--- src/sv/edge_tapered_vector_smoother_unit_macros.svh ---
// assertion macros for the edge tapered vector smoother
`ifndef EDGE_TAPERED_VECTOR_SMOOTHER_UNIT_MACROS_SVH
`define EDGE_TAPERED_VECTOR_SMOOTHER_UNIT_MACROS_SVH

// antecedent and consequent in the same cycle
`define ETVS_ASSERT_SAME(label, clk_s, rst_s, ante, cons) \
    label: assert property (@(posedge clk_s) disable iff (!rst_s) (ante) |-> (cons)) \
        else $error("etvs check failed");

// consequent in the cycle after the antecedent
`define ETVS_ASSERT_NEXT(label, clk_s, rst_s, ante, cons) \
    label: assert property (@(posedge clk_s) disable iff (!rst_s) (ante) |=> (cons)) \
        else $error("etvs check failed");

`endif

--- src/sv/etvs_pkg.sv ---
// shared constants, types and coefficient table of the smoother
`default_nettype none

package etvs_pkg;

    localparam int SAMPLE_WIDTH = 16;
    localparam int LENGTH_WIDTH = 16;
    localparam int DATA_W       = ((SAMPLE_WIDTH + 7) / 8) * 8;
    localparam int TAPS         = 5;
    localparam int COEF_W       = 4;
    localparam int FLUSH_W      = 2;

    // weighted sum of ten tenths, plus sign
    localparam int SUM_W        = SAMPLE_WIDTH + 4;
    // magnitude plus rounding offset
    localparam int MAG_W        = SAMPLE_WIDTH + 3;
    // reciprocal of ten, exact for every magnitude below 2**MAG_W
    localparam int DIV_SHIFT    = SAMPLE_WIDTH + 7;
    localparam int RECIP_W      = SAMPLE_WIDTH + 4;
    localparam int PROD_W       = MAG_W + RECIP_W;
    localparam logic [63:0] RECIP_FULL = ((64'd1 << DIV_SHIFT) + 64'd9) / 64'd10;
    localparam logic [RECIP_W-1:0] RECIP = RECIP_FULL[RECIP_W-1:0];
    localparam logic [MAG_W-1:0] ROUND_OFS = MAG_W'(5);

    localparam logic [LENGTH_WIDTH-1:0] MIN_LENGTH = LENGTH_WIDTH'(3);

    typedef enum logic [2:0] {
        RULE_LAST,
        RULE_PENULT,
        RULE_FIRST,
        RULE_SECOND,
        RULE_FIVE,
        RULE_PASS
    } rule_t;

    typedef struct packed {
        logic eor;
        logic eov;
    } flags_t;

    typedef struct packed {
        rule_t  rule;
        flags_t flags;
    } job_t;

    typedef struct packed {
        logic s_ready;
        logic job_valid;
        logic flush_busy;
    } ctrl_stat_t;

    typedef struct packed {
        logic [LENGTH_WIDTH-1:0] nm1;
        logic [LENGTH_WIDTH-1:0] nm2;
        logic [LENGTH_WIDTH-1:0] nm3;
        logic [LENGTH_WIDTH-1:0] q;
        logic [LENGTH_WIDTH-1:0] lo;
    } lim_t;

    typedef logic [TAPS-1:0][COEF_W-1:0] coef_vec_t;

    // weights over window w0..w4, w4 the newest sample
    function automatic coef_vec_t rule_coefs(rule_t r);
        coef_vec_t c;
        c = '0;
        case (r)
            RULE_LAST:
            begin
                c[4] = COEF_W'(8);
                c[3] = COEF_W'(2);
            end
            RULE_PENULT:
            begin
                c[2] = COEF_W'(2);
                c[3] = COEF_W'(6);
                c[4] = COEF_W'(2);
            end
            RULE_FIRST:
            begin
                c[2] = COEF_W'(8);
                c[3] = COEF_W'(2);
            end
            RULE_SECOND:
            begin
                c[1] = COEF_W'(2);
                c[2] = COEF_W'(6);
                c[3] = COEF_W'(2);
            end
            RULE_FIVE:
            begin
                c[0] = COEF_W'(1);
                c[1] = COEF_W'(2);
                c[2] = COEF_W'(4);
                c[3] = COEF_W'(2);
                c[4] = COEF_W'(1);
            end
            RULE_PASS:
            begin
                // ten tenths divide back exactly
                c[2] = COEF_W'(10);
            end
            default:
            begin
                c = '0;
            end
        endcase
        return c;
    endfunction

endpackage

`default_nettype wire

--- src/sv/etvs_cell.sv ---
// one sample cell of the history chain
`default_nettype none

module etvs_cell (
    input  wire logic                               clk,
    input  wire logic                               rst_n,
    input  wire logic                               shift,
    input  wire logic [etvs_pkg::SAMPLE_WIDTH-1:0]  d,
    output logic      [etvs_pkg::SAMPLE_WIDTH-1:0]  q
);
    import etvs_pkg::*;

    logic [SAMPLE_WIDTH-1:0] sample_reg;

    always_ff @(posedge clk or negedge rst_n)
    begin
        if (!rst_n)
        begin
            sample_reg <= '0;
        end
        else if (shift)
        begin
            sample_reg <= d;
        end
    end

    assign q = sample_reg;

endmodule

`default_nettype wire

--- src/sv/etvs_ctrl.sv ---
// position counter, flush sequencing and job issue
`default_nettype none

module etvs_ctrl (
    input  wire logic                               clk,
    input  wire logic                               rst_n,
    input  wire logic                               in_valid,
    input  wire logic                               job_take,
    input  wire logic                               cfg_fire,
    input  wire logic [etvs_pkg::LENGTH_WIDTH-1:0]  cfg_len,
    output etvs_pkg::ctrl_stat_t                    stat,
    output etvs_pkg::job_t                          job
);
    import etvs_pkg::*;

    localparam logic [FLUSH_W-1:0] FLUSH_TWO = FLUSH_W'(2);
    localparam logic [FLUSH_W-1:0] FLUSH_ONE = FLUSH_W'(1);

    logic [LENGTH_WIDTH-1:0] pos_reg, pos_next;
    logic [FLUSH_W-1:0]      flush_reg, flush_next;
    logic                    job_valid_reg, job_valid_next;
    job_t                    job_reg, job_next;
    lim_t                    lim_reg, lim_next;

    logic                    job_free;
    logic                    in_fire;
    logic [LENGTH_WIDTH-1:0] n_eff;

    function automatic rule_t classify(logic [LENGTH_WIDTH-1:0] i, lim_t l);
        rule_t r;
        if (i == l.nm1)
            r = RULE_LAST;
        else if (i == l.nm2)
            r = RULE_PENULT;
        else if (i == '0)
            r = RULE_FIRST;
        else if (i == LENGTH_WIDTH'(1))
            r = RULE_SECOND;
        else if ((i >= LENGTH_WIDTH'(2) && i <= l.q) || (i >= l.lo && i <= l.nm3))
            r = RULE_FIVE;
        else
            r = RULE_PASS;
        return r;
    endfunction

    always_comb
    begin
        job_free       = !job_valid_reg || job_take;
        in_fire        = in_valid && job_free && (flush_reg == '0);

        pos_next       = pos_reg;
        flush_next     = flush_reg;
        job_valid_next = job_valid_reg && !job_take;
        job_next       = job_reg;
        lim_next       = lim_reg;
        n_eff          = (cfg_len < MIN_LENGTH) ? MIN_LENGTH : cfg_len;

        if (in_fire)
        begin
            if (pos_reg >= lim_reg.nm1)
            begin
                // last sample: three results, first one now
                job_valid_next     = 1'b1;
                job_next.rule      = classify(lim_reg.nm3, lim_reg);
                job_next.flags.eor = 1'b0;
                job_next.flags.eov = 1'b0;
                flush_next         = FLUSH_TWO;
                pos_next           = '0;
            end
            else
            begin
                if (pos_reg >= LENGTH_WIDTH'(2))
                begin
                    job_valid_next     = 1'b1;
                    job_next.rule      = classify(pos_reg - LENGTH_WIDTH'(2), lim_reg);
                    job_next.flags.eor = 1'b1;
                    job_next.flags.eov = 1'b0;
                end
                pos_next = pos_reg + LENGTH_WIDTH'(1);
            end
        end
        else if (job_free && flush_reg != '0)
        begin
            job_valid_next = 1'b1;
            flush_next     = flush_reg - FLUSH_ONE;
            if (flush_reg == FLUSH_TWO)
            begin
                job_next.rule      = RULE_PENULT;
                job_next.flags.eor = 1'b0;
                job_next.flags.eov = 1'b0;
            end
            else
            begin
                job_next.rule      = RULE_LAST;
                job_next.flags.eor = 1'b1;
                job_next.flags.eov = 1'b1;
            end
        end

        if (cfg_fire)
        begin
            pos_next     = '0;
            lim_next.nm1 = n_eff - LENGTH_WIDTH'(1);
            lim_next.nm2 = n_eff - LENGTH_WIDTH'(2);
            lim_next.nm3 = n_eff - LENGTH_WIDTH'(3);
            lim_next.q   = n_eff >> 2;
            lim_next.lo  = n_eff - LENGTH_WIDTH'(1) - (n_eff >> 2);
        end
    end

    always_ff @(posedge clk or negedge rst_n)
    begin
        if (!rst_n)
        begin
            pos_reg       <= '0;
            flush_reg     <= '0;
            job_valid_reg <= 1'b0;
            lim_reg.nm1   <= LENGTH_WIDTH'(2);
            lim_reg.nm2   <= LENGTH_WIDTH'(1);
            lim_reg.nm3   <= '0;
            lim_reg.q     <= '0;
            lim_reg.lo    <= LENGTH_WIDTH'(2);
        end
        else
        begin
            pos_reg       <= pos_next;
            flush_reg     <= flush_next;
            job_valid_reg <= job_valid_next;
            lim_reg       <= lim_next;
        end
    end

    always_ff @(posedge clk)
    begin
        job_reg <= job_next;
    end

    assign stat.s_ready    = job_free && (flush_reg == '0);
    assign stat.job_valid  = job_valid_reg;
    assign stat.flush_busy = (flush_reg != '0);
    assign job             = job_reg;

endmodule

`default_nettype wire

--- src/sv/etvs_weight.sv ---
// weighted sum over the five cell taps
`default_nettype none

module etvs_weight (
    input  wire logic                                               clk,
    input  wire logic                                               load,
    input  wire etvs_pkg::job_t                                     job,
    input  wire logic [etvs_pkg::TAPS-1:0][etvs_pkg::SAMPLE_WIDTH-1:0] taps,
    output logic signed [etvs_pkg::SUM_W-1:0]                       sum,
    output etvs_pkg::flags_t                                        flags
);
    import etvs_pkg::*;

    logic signed [SUM_W-1:0] sum_reg, sum_next;
    flags_t                  flags_reg;
    coef_vec_t               coefs;

    always_comb
    begin
        coefs    = rule_coefs(job.rule);
        sum_next = '0;
        for (int j = 0; j < TAPS; j++)
        begin
            sum_next = sum_next + SUM_W'($signed(taps[j])) * SUM_W'($signed({1'b0, coefs[j]}));
        end
    end

    always_ff @(posedge clk)
    begin
        if (load)
        begin
            sum_reg   <= sum_next;
            flags_reg <= job.flags;
        end
    end

    assign sum   = sum_reg;
    assign flags = flags_reg;

endmodule

`default_nettype wire

--- src/sv/etvs_div10.sv ---
// divide by ten, rounding halves away from zero, two stages
`default_nettype none

module etvs_div10 (
    input  wire logic                               clk,
    input  wire logic                               prod_load,
    input  wire logic                               res_load,
    input  wire logic signed [etvs_pkg::SUM_W-1:0]  sum,
    input  wire etvs_pkg::flags_t                   in_flags,
    output logic [etvs_pkg::SAMPLE_WIDTH-1:0]       smoothed,
    output etvs_pkg::flags_t                        out_flags
);
    import etvs_pkg::*;

    logic                    neg;
    logic [SUM_W-1:0]        abs_v;
    logic [MAG_W-1:0]        mag;
    logic [SAMPLE_WIDTH-1:0] quot;

    logic [PROD_W-1:0]       prod_reg;
    logic                    neg_reg;
    flags_t                  pflags_reg;
    logic [SAMPLE_WIDTH-1:0] smoothed_reg;
    flags_t                  oflags_reg;

    always_comb
    begin
        neg   = sum[SUM_W-1];
        abs_v = neg ? (~sum + SUM_W'(1)) : sum;
        mag   = abs_v[MAG_W-1:0] + ROUND_OFS;
        // quotient never exceeds half the sample range
        quot  = prod_reg[DIV_SHIFT +: SAMPLE_WIDTH];
    end

    always_ff @(posedge clk)
    begin
        if (prod_load)
        begin
            prod_reg   <= PROD_W'(mag) * PROD_W'(RECIP);
            neg_reg    <= neg;
            pflags_reg <= in_flags;
        end
        if (res_load)
        begin
            smoothed_reg <= neg_reg ? (~quot + SAMPLE_WIDTH'(1)) : quot;
            oflags_reg   <= pflags_reg;
        end
    end

    assign smoothed  = smoothed_reg;
    assign out_flags = oflags_reg;

endmodule

`default_nettype wire

--- src/sv/edge_tapered_vector_smoother_unit.sv ---
// top level of the edge tapered vector smoother
//
//  channel   dir   handshake                    payload
//  s_axis    in    s_axis_tvalid/s_axis_tready  tdata[15:0] sample
//  m_axis    out   m_axis_tvalid/m_axis_tready  tdata[15:0] smoothed, tuser end_of_run,
//                                               tlast end_of_vector
//  cfg       in    cfg_valid/cfg_ready          cfg_data[15:0] vector_length
//
//  one sample per cycle unless a flush or an output stall holds it back; the last
//  sample of a vector holds s_axis_tready low while the two flush results are issued
//  from the five-cell chain, which does not shift meanwhile; a result passes the job
//  register (loaded at the sample transfer), the weighted sum, the reciprocal multiply
//  and the round and sign register before it shows on m_axis
//  a stall on m_axis fills the pipeline stages, then backs up into s_axis_tready
//  rst_n clears counters, valid bits and the sample cells; no clearing pass
`default_nettype none

module edge_tapered_vector_smoother_unit (
    input  wire logic                               clk,
    input  wire logic                               rst_n,
    // sample stream
    input  wire logic                               s_axis_tvalid,
    output logic                                    s_axis_tready,
    input  wire logic [etvs_pkg::DATA_W-1:0]        s_axis_tdata,   // [15:0] sample
    // result stream
    output logic                                    m_axis_tvalid,
    input  wire logic                               m_axis_tready,
    output logic      [etvs_pkg::DATA_W-1:0]        m_axis_tdata,   // [15:0] smoothed
    output logic                                    m_axis_tuser,   // [0] end_of_run
    output logic                                    m_axis_tlast,   // end_of_vector
    // vector length register
    input  wire logic                               cfg_valid,
    output logic                                    cfg_ready,
    input  wire logic [etvs_pkg::LENGTH_WIDTH-1:0]  cfg_data
);
    import etvs_pkg::*;

    `include "edge_tapered_vector_smoother_unit_macros.svh"

    ctrl_stat_t              stat;
    job_t                    job;
    logic                    in_fire;
    logic                    cfg_fire;

    // cell chain: cell 0 holds the newest sample
    logic [SAMPLE_WIDTH-1:0] cell_q [TAPS];
    logic [TAPS-1:0][SAMPLE_WIDTH-1:0] taps;

    // pipeline occupancy
    logic                    s_valid_reg, s_valid_next;
    logic                    p_valid_reg, p_valid_next;
    logic                    o_valid_reg, o_valid_next;
    logic                    s_load, p_load, o_load;

    logic signed [SUM_W-1:0] sum;
    flags_t                  sum_flags;
    logic [SAMPLE_WIDTH-1:0] smoothed;
    flags_t                  out_flags;

    assign cfg_ready = 1'b1;
    assign cfg_fire  = cfg_valid && cfg_ready;
    assign in_fire   = s_axis_tvalid && s_axis_tready;

    // stage advance, back to front
    always_comb
    begin
        o_load = p_valid_reg && (!o_valid_reg || m_axis_tready);
        p_load = s_valid_reg && (!p_valid_reg || o_load);
        s_load = stat.job_valid && (!s_valid_reg || p_load);

        o_valid_next = o_load ? 1'b1 : (o_valid_reg && !m_axis_tready);
        p_valid_next = p_load ? 1'b1 : (p_valid_reg && !o_load);
        s_valid_next = s_load ? 1'b1 : (s_valid_reg && !p_load);
    end

    always_ff @(posedge clk or negedge rst_n)
    begin
        if (!rst_n)
        begin
            s_valid_reg <= 1'b0;
            p_valid_reg <= 1'b0;
            o_valid_reg <= 1'b0;
        end
        else
        begin
            s_valid_reg <= s_valid_next;
            p_valid_reg <= p_valid_next;
            o_valid_reg <= o_valid_next;
        end
    end

    etvs_ctrl u_ctrl (
        .clk      (clk),
        .rst_n    (rst_n),
        .in_valid (s_axis_tvalid),
        .job_take (s_load),
        .cfg_fire (cfg_fire),
        .cfg_len  (cfg_data),
        .stat     (stat),
        .job      (job)
    );

    // cells shift only on a sample transfer, so a pending job sees a still window
    for (genvar g = 0; g < TAPS; g++)
    begin : g_cell
        if (g == 0)
        begin : g_head
            etvs_cell u_cell (
                .clk   (clk),
                .rst_n (rst_n),
                .shift (in_fire),
                .d     (s_axis_tdata[SAMPLE_WIDTH-1:0]),
                .q     (cell_q[g])
            );
        end
        else
        begin : g_body
            etvs_cell u_cell (
                .clk   (clk),
                .rst_n (rst_n),
                .shift (in_fire),
                .d     (cell_q[g-1]),
                .q     (cell_q[g])
            );
        end
        // window slot TAPS-1 is the newest sample
        assign taps[TAPS-1-g] = cell_q[g];
    end

    etvs_weight u_weight (
        .clk   (clk),
        .load  (s_load),
        .job   (job),
        .taps  (taps),
        .sum   (sum),
        .flags (sum_flags)
    );

    etvs_div10 u_div10 (
        .clk       (clk),
        .prod_load (p_load),
        .res_load  (o_load),
        .sum       (sum),
        .in_flags  (sum_flags),
        .smoothed  (smoothed),
        .out_flags (out_flags)
    );

    assign s_axis_tready = stat.s_ready;
    assign m_axis_tvalid = o_valid_reg;
    assign m_axis_tdata  = DATA_W'(smoothed);
    assign m_axis_tuser  = out_flags.eor;
    assign m_axis_tlast  = out_flags.eov;

    // no sample taken while flush results are still being issued
    `ETVS_ASSERT_SAME(a_flush_blocks_input, clk, rst_n, stat.flush_busy, !s_axis_tready)
    // end of vector always closes the run
    `ETVS_ASSERT_SAME(a_eov_ends_run, clk, rst_n, m_axis_tvalid && m_axis_tlast, m_axis_tuser)
    // a stalled output keeps the product stage occupied
    `ETVS_ASSERT_NEXT(a_stall_keeps_prod, clk, rst_n,
        p_valid_reg && o_valid_reg && !m_axis_tready, p_valid_reg)

endmodule

`default_nettype wire
--- config.mk ---
export PLATFORM = sky130hd
export DESIGN_NAME = edge_tapered_vector_smoother_unit
export DESIGN_NICKNAME = d
export VERILOG_FILES = /design/src/sv/etvs_pkg.sv /design/src/sv/etvs_cell.sv /design/src/sv/etvs_ctrl.sv /design/src/sv/etvs_weight.sv /design/src/sv/etvs_div10.sv /design/src/sv/edge_tapered_vector_smoother_unit.sv
export VERILOG_INCLUDE_DIRS = /design/src /design/src/sv
export SDC_FILE = /design/constraint.sdc
export NUM_CORES = 1
export LEC_CHECK = 0
export BUFFER_PORTS_ARGS = -buffer_cell sky130_fd_sc_hd__buf_4
export CORE_UTILIZATION = 50
export DETAILED_ROUTE_END_ITERATION = 7
export PLACE_DENSITY_LB_ADDON = 0.1
export SETUP_SLACK_MARGIN = 0.2
export SLEW_MARGIN = 20
export SYNTH_ARGS = -nofsm -noshare
export SYNTH_HDL_FRONTEND = slang
export SYNTH_SLANG_ARGS = --single-unit
--- constraint.sdc ---
create_clock -name clk -period 12.6 [get_ports clk]
set_input_delay 0.63 -clock clk [delete_from_list [all_inputs] [get_ports clk]]
set_output_delay 0.63 -clock clk [all_outputs]
set_load 0.01 [all_outputs]
==> results.sh <==
export IMPL_status="finished with violations"
export IMPL_violations="design-rule violations"
export IMPL_crit_required_ns=12.93
export IMPL_grt_max_degree=111
export IMPL_syn_nets=3435
export IMPL_clk_latency_ns=0.59
export IMPL_slowest_delay_ns=0.61
export IMPL_fin_ws_ns=3.514
export IMPL_period_minus_slack_ns=9.086
export IMPL_antenna_cells=0
export IMPL_reg2reg_from="u_weight.sum[0]"
export IMPL_ys_seq_area_share_pct=24.74
export IMPL_critical_path_class="reg2reg"
export IMPL_avgViaCountPerCell=5.337
export IMPL_post_route_drc_count=1
export IMPL_clockBufferDepth=3
export IMPL_wl_um=63500
export IMPL_h_tree_depth=1
export IMPL_ctsResizeCount=0
export IMPL_fill_cells=4638
export IMPL_cts_root_buf="clkbuf_16"
export IMPL_dr_pass1_iters=7
export IMPL_instances_no_fill=3544
export IMPL_fin_skew_ns=0.01333
export IMPL_hold_class="in2async"
export IMPL_netlist_instances=2825
export IMPL_synthArstFlopShare_pct=73.66
export IMPL_drtIter0Drc=1104
export IMPL_die_h_um=229.6
export IMPL_end_kind="register"
export IMPL_num_rows=83
export IMPL_antenna_found_initial=0
export IMPL_cts_inserted_buffers=30
export IMPL_initial_core_util_pct=50.57
export IMPL_tightest_slew_ns=1.104
export IMPL_setup_viol=0
export IMPL_slew_violations=0
export IMPL_coreArea_sq_mm=0.05120
export IMPL_worstReg2RegEnd="u_div10.prod_reg[35]"
export IMPL_ant_nets=0
export IMPL_ys_types=85
export IMPL_via_count=18910
export IMPL_fmax_mhz=110.1
export IMPL_max_cap_violations=0
export IMPL_layout_drive_gt1_share_pct=5.552
export IMPL_cp_max_fo=12
export IMPL_synth_seq_cells=243
export IMPL_areaGrowthSynthToFinish_pct=7.998
export IMPL_clkTransAtPathRegs_ns=0.06
export IMPL_postCtsHoldBufs=0
export IMPL_largest_register_ffs=77
export IMPL_rsz0062_at_grt="no"
export IMPL_ys_dominant_reg_cell="dfrtp_1"
export IMPL_io_pins=58
export IMPL_final_hold_viol_count=0
export IMPL_cts_tree="built"
export IMPL_dp_cells=3491
export IMPL_final_common_cell="inv_1"
export IMPL_buffer_ports_inserted=56
export IMPL_r2r_worst_path_cells=32
export IMPL_die_area_sq_mm=0.05269
export IMPL_track_usage_pct=24.58
export IMPL_clock_sinks=243
export IMPL_cp_slowest_cell="edfxtp_1"
export IMPL_crit_path_start_kind="register"
export IMPL_synth_edf_count=64
export IMPL_layout_worst_path_cycle_share_pct=72.11
export IMPL_grt_pass1_wl_um=102800
export IMPL_finalSetupTns_ns=0
export IMPL_reg2reg_slack_ns=3.51
export IMPL_syn_area_sq_mm=0.02589
export IMPL_die_w_um=229.6
export IMPL_cp_arrival_ns=9.42
export IMPL_dp_hpwl_um=49800
export IMPL_grt_overflow=0
export IMPL_nets=3453
export IMPL_place_congestion=0.9139
export IMPL_post_cts_setup_buffers=0
export IMPL_most_common_layout_cells="inv_1 (473), nand2_1 (393), ha_1 (347)"
export IMPL_yosys_warnings=0
export IMPL_dp_slack_ns=3.495
export IMPL_slew_headroom_pct=26.37
export IMPL_grt_pass1_vias=19040
export IMPL_syn_avg_cell_area_sq_um=9.165
export IMPL_wl_per_cell_um=17.92
-- through the flow --
step | utilization (%) | instance area, sq um | hold WS (ns)
global placement | 52.67 | 26960 | 0.4051
detailed placement | 52.67 | 26960 | 0.4090
global route | 54.61 | 27960 | 0.2052
floorplan | - | 25890 | 0.3344
CTS | 54.61 | 27960 | 0.1987
finish | 54.61 | 27960 | 0.1492
-- metal layers --
layer  up-vias  global-route usage [%]  share of wire, %
met3        79                   2.864               4.2
met1      9299                   34.76                47
met2       348                   40.03                47
met4         0                   6.104               2.3
li1       9188                       -                 -
met5         -                       0                 0
-- worst max path at each step --
| stage | cells after the start | startpoint | endpoint |
|---|---|---|---|
| 2_1_floorplan | 34 | u_weight.sum[0] | u_div10.prod_reg[35] |
| 3_3_place_gp | 32 | u_weight.sum[0] | u_div10.prod_reg[38] |
| 3_5_place_dp | 32 | u_weight.sum[0] | u_div10.prod_reg[35] |
| 4_1_cts | 32 | u_weight.sum[0] | u_div10.prod_reg[35] |
| 5_1_grt | 32 | u_weight.sum[0] | u_div10.prod_reg[35] |
| 6_report | 32 | u_weight.sum[0] | u_div10.prod_reg[35] |
-- worst max-delay path: cells and delay by family, from the launching register on --
family          cells  cell delay (ns)
compound gates     11             2.11
flops               1             0.61
fa+ha+maj           8             3.57
buf+inv             5             0.52
xor+xnor            3             0.85
simple gates        5             1.20
-- synthesized netlist by cell type (all sizes together), types with 27 or more instances --
cell type,n,share of area [%]
dfrtp,176,17
xnor2,164,5.6
and2,140,3.4
clkbuf,74,1.1
nand3,27,0.52
ha,347,17
inv,476,6.9
nand4,37,0.89
edfxtp,64,7.4
o21ai,107,2.1
nor2,105,1.5
a21oi,89,1.7
nor3,32,0.68
xor2,52,1.8
a21o,38,1.1
fa,226,17
nand2,395,5.7
-- logic make-up (layout without fill, tap and decap cells) --
group | count (synthesis) | in the layout | share of synthesized area [%]
compound gates | 357 | 357 | 8.723
xor+xnor | 216 | 216 | 7.467
fa+ha+maj | 573 | 573 | 34.25
buf+inv | 562 | 601 | 8.211
flops | 243 | 243 | 24.74
mux | 8 | 8 | 0.3335
other cells | 1 | 1 | 0.01448
simple gates | 865 | 865 | 16.27
-- final cells by class --
class,instances,area [sq um],share of cell area [%]
multi-input combinational,2020,17390,62.21
clock buffer,49,924.6,3.307
inverter,481,1805,6.457
sequential,243,6405,22.91
timing repair buffer,67,509.2,1.821
clock inverter,4,71.32,0.2551
tap,680,850.8,3.043
Power is not shown: default switching activity piles up to over one toggle a cycle in this logic, so the estimate is an artifact.
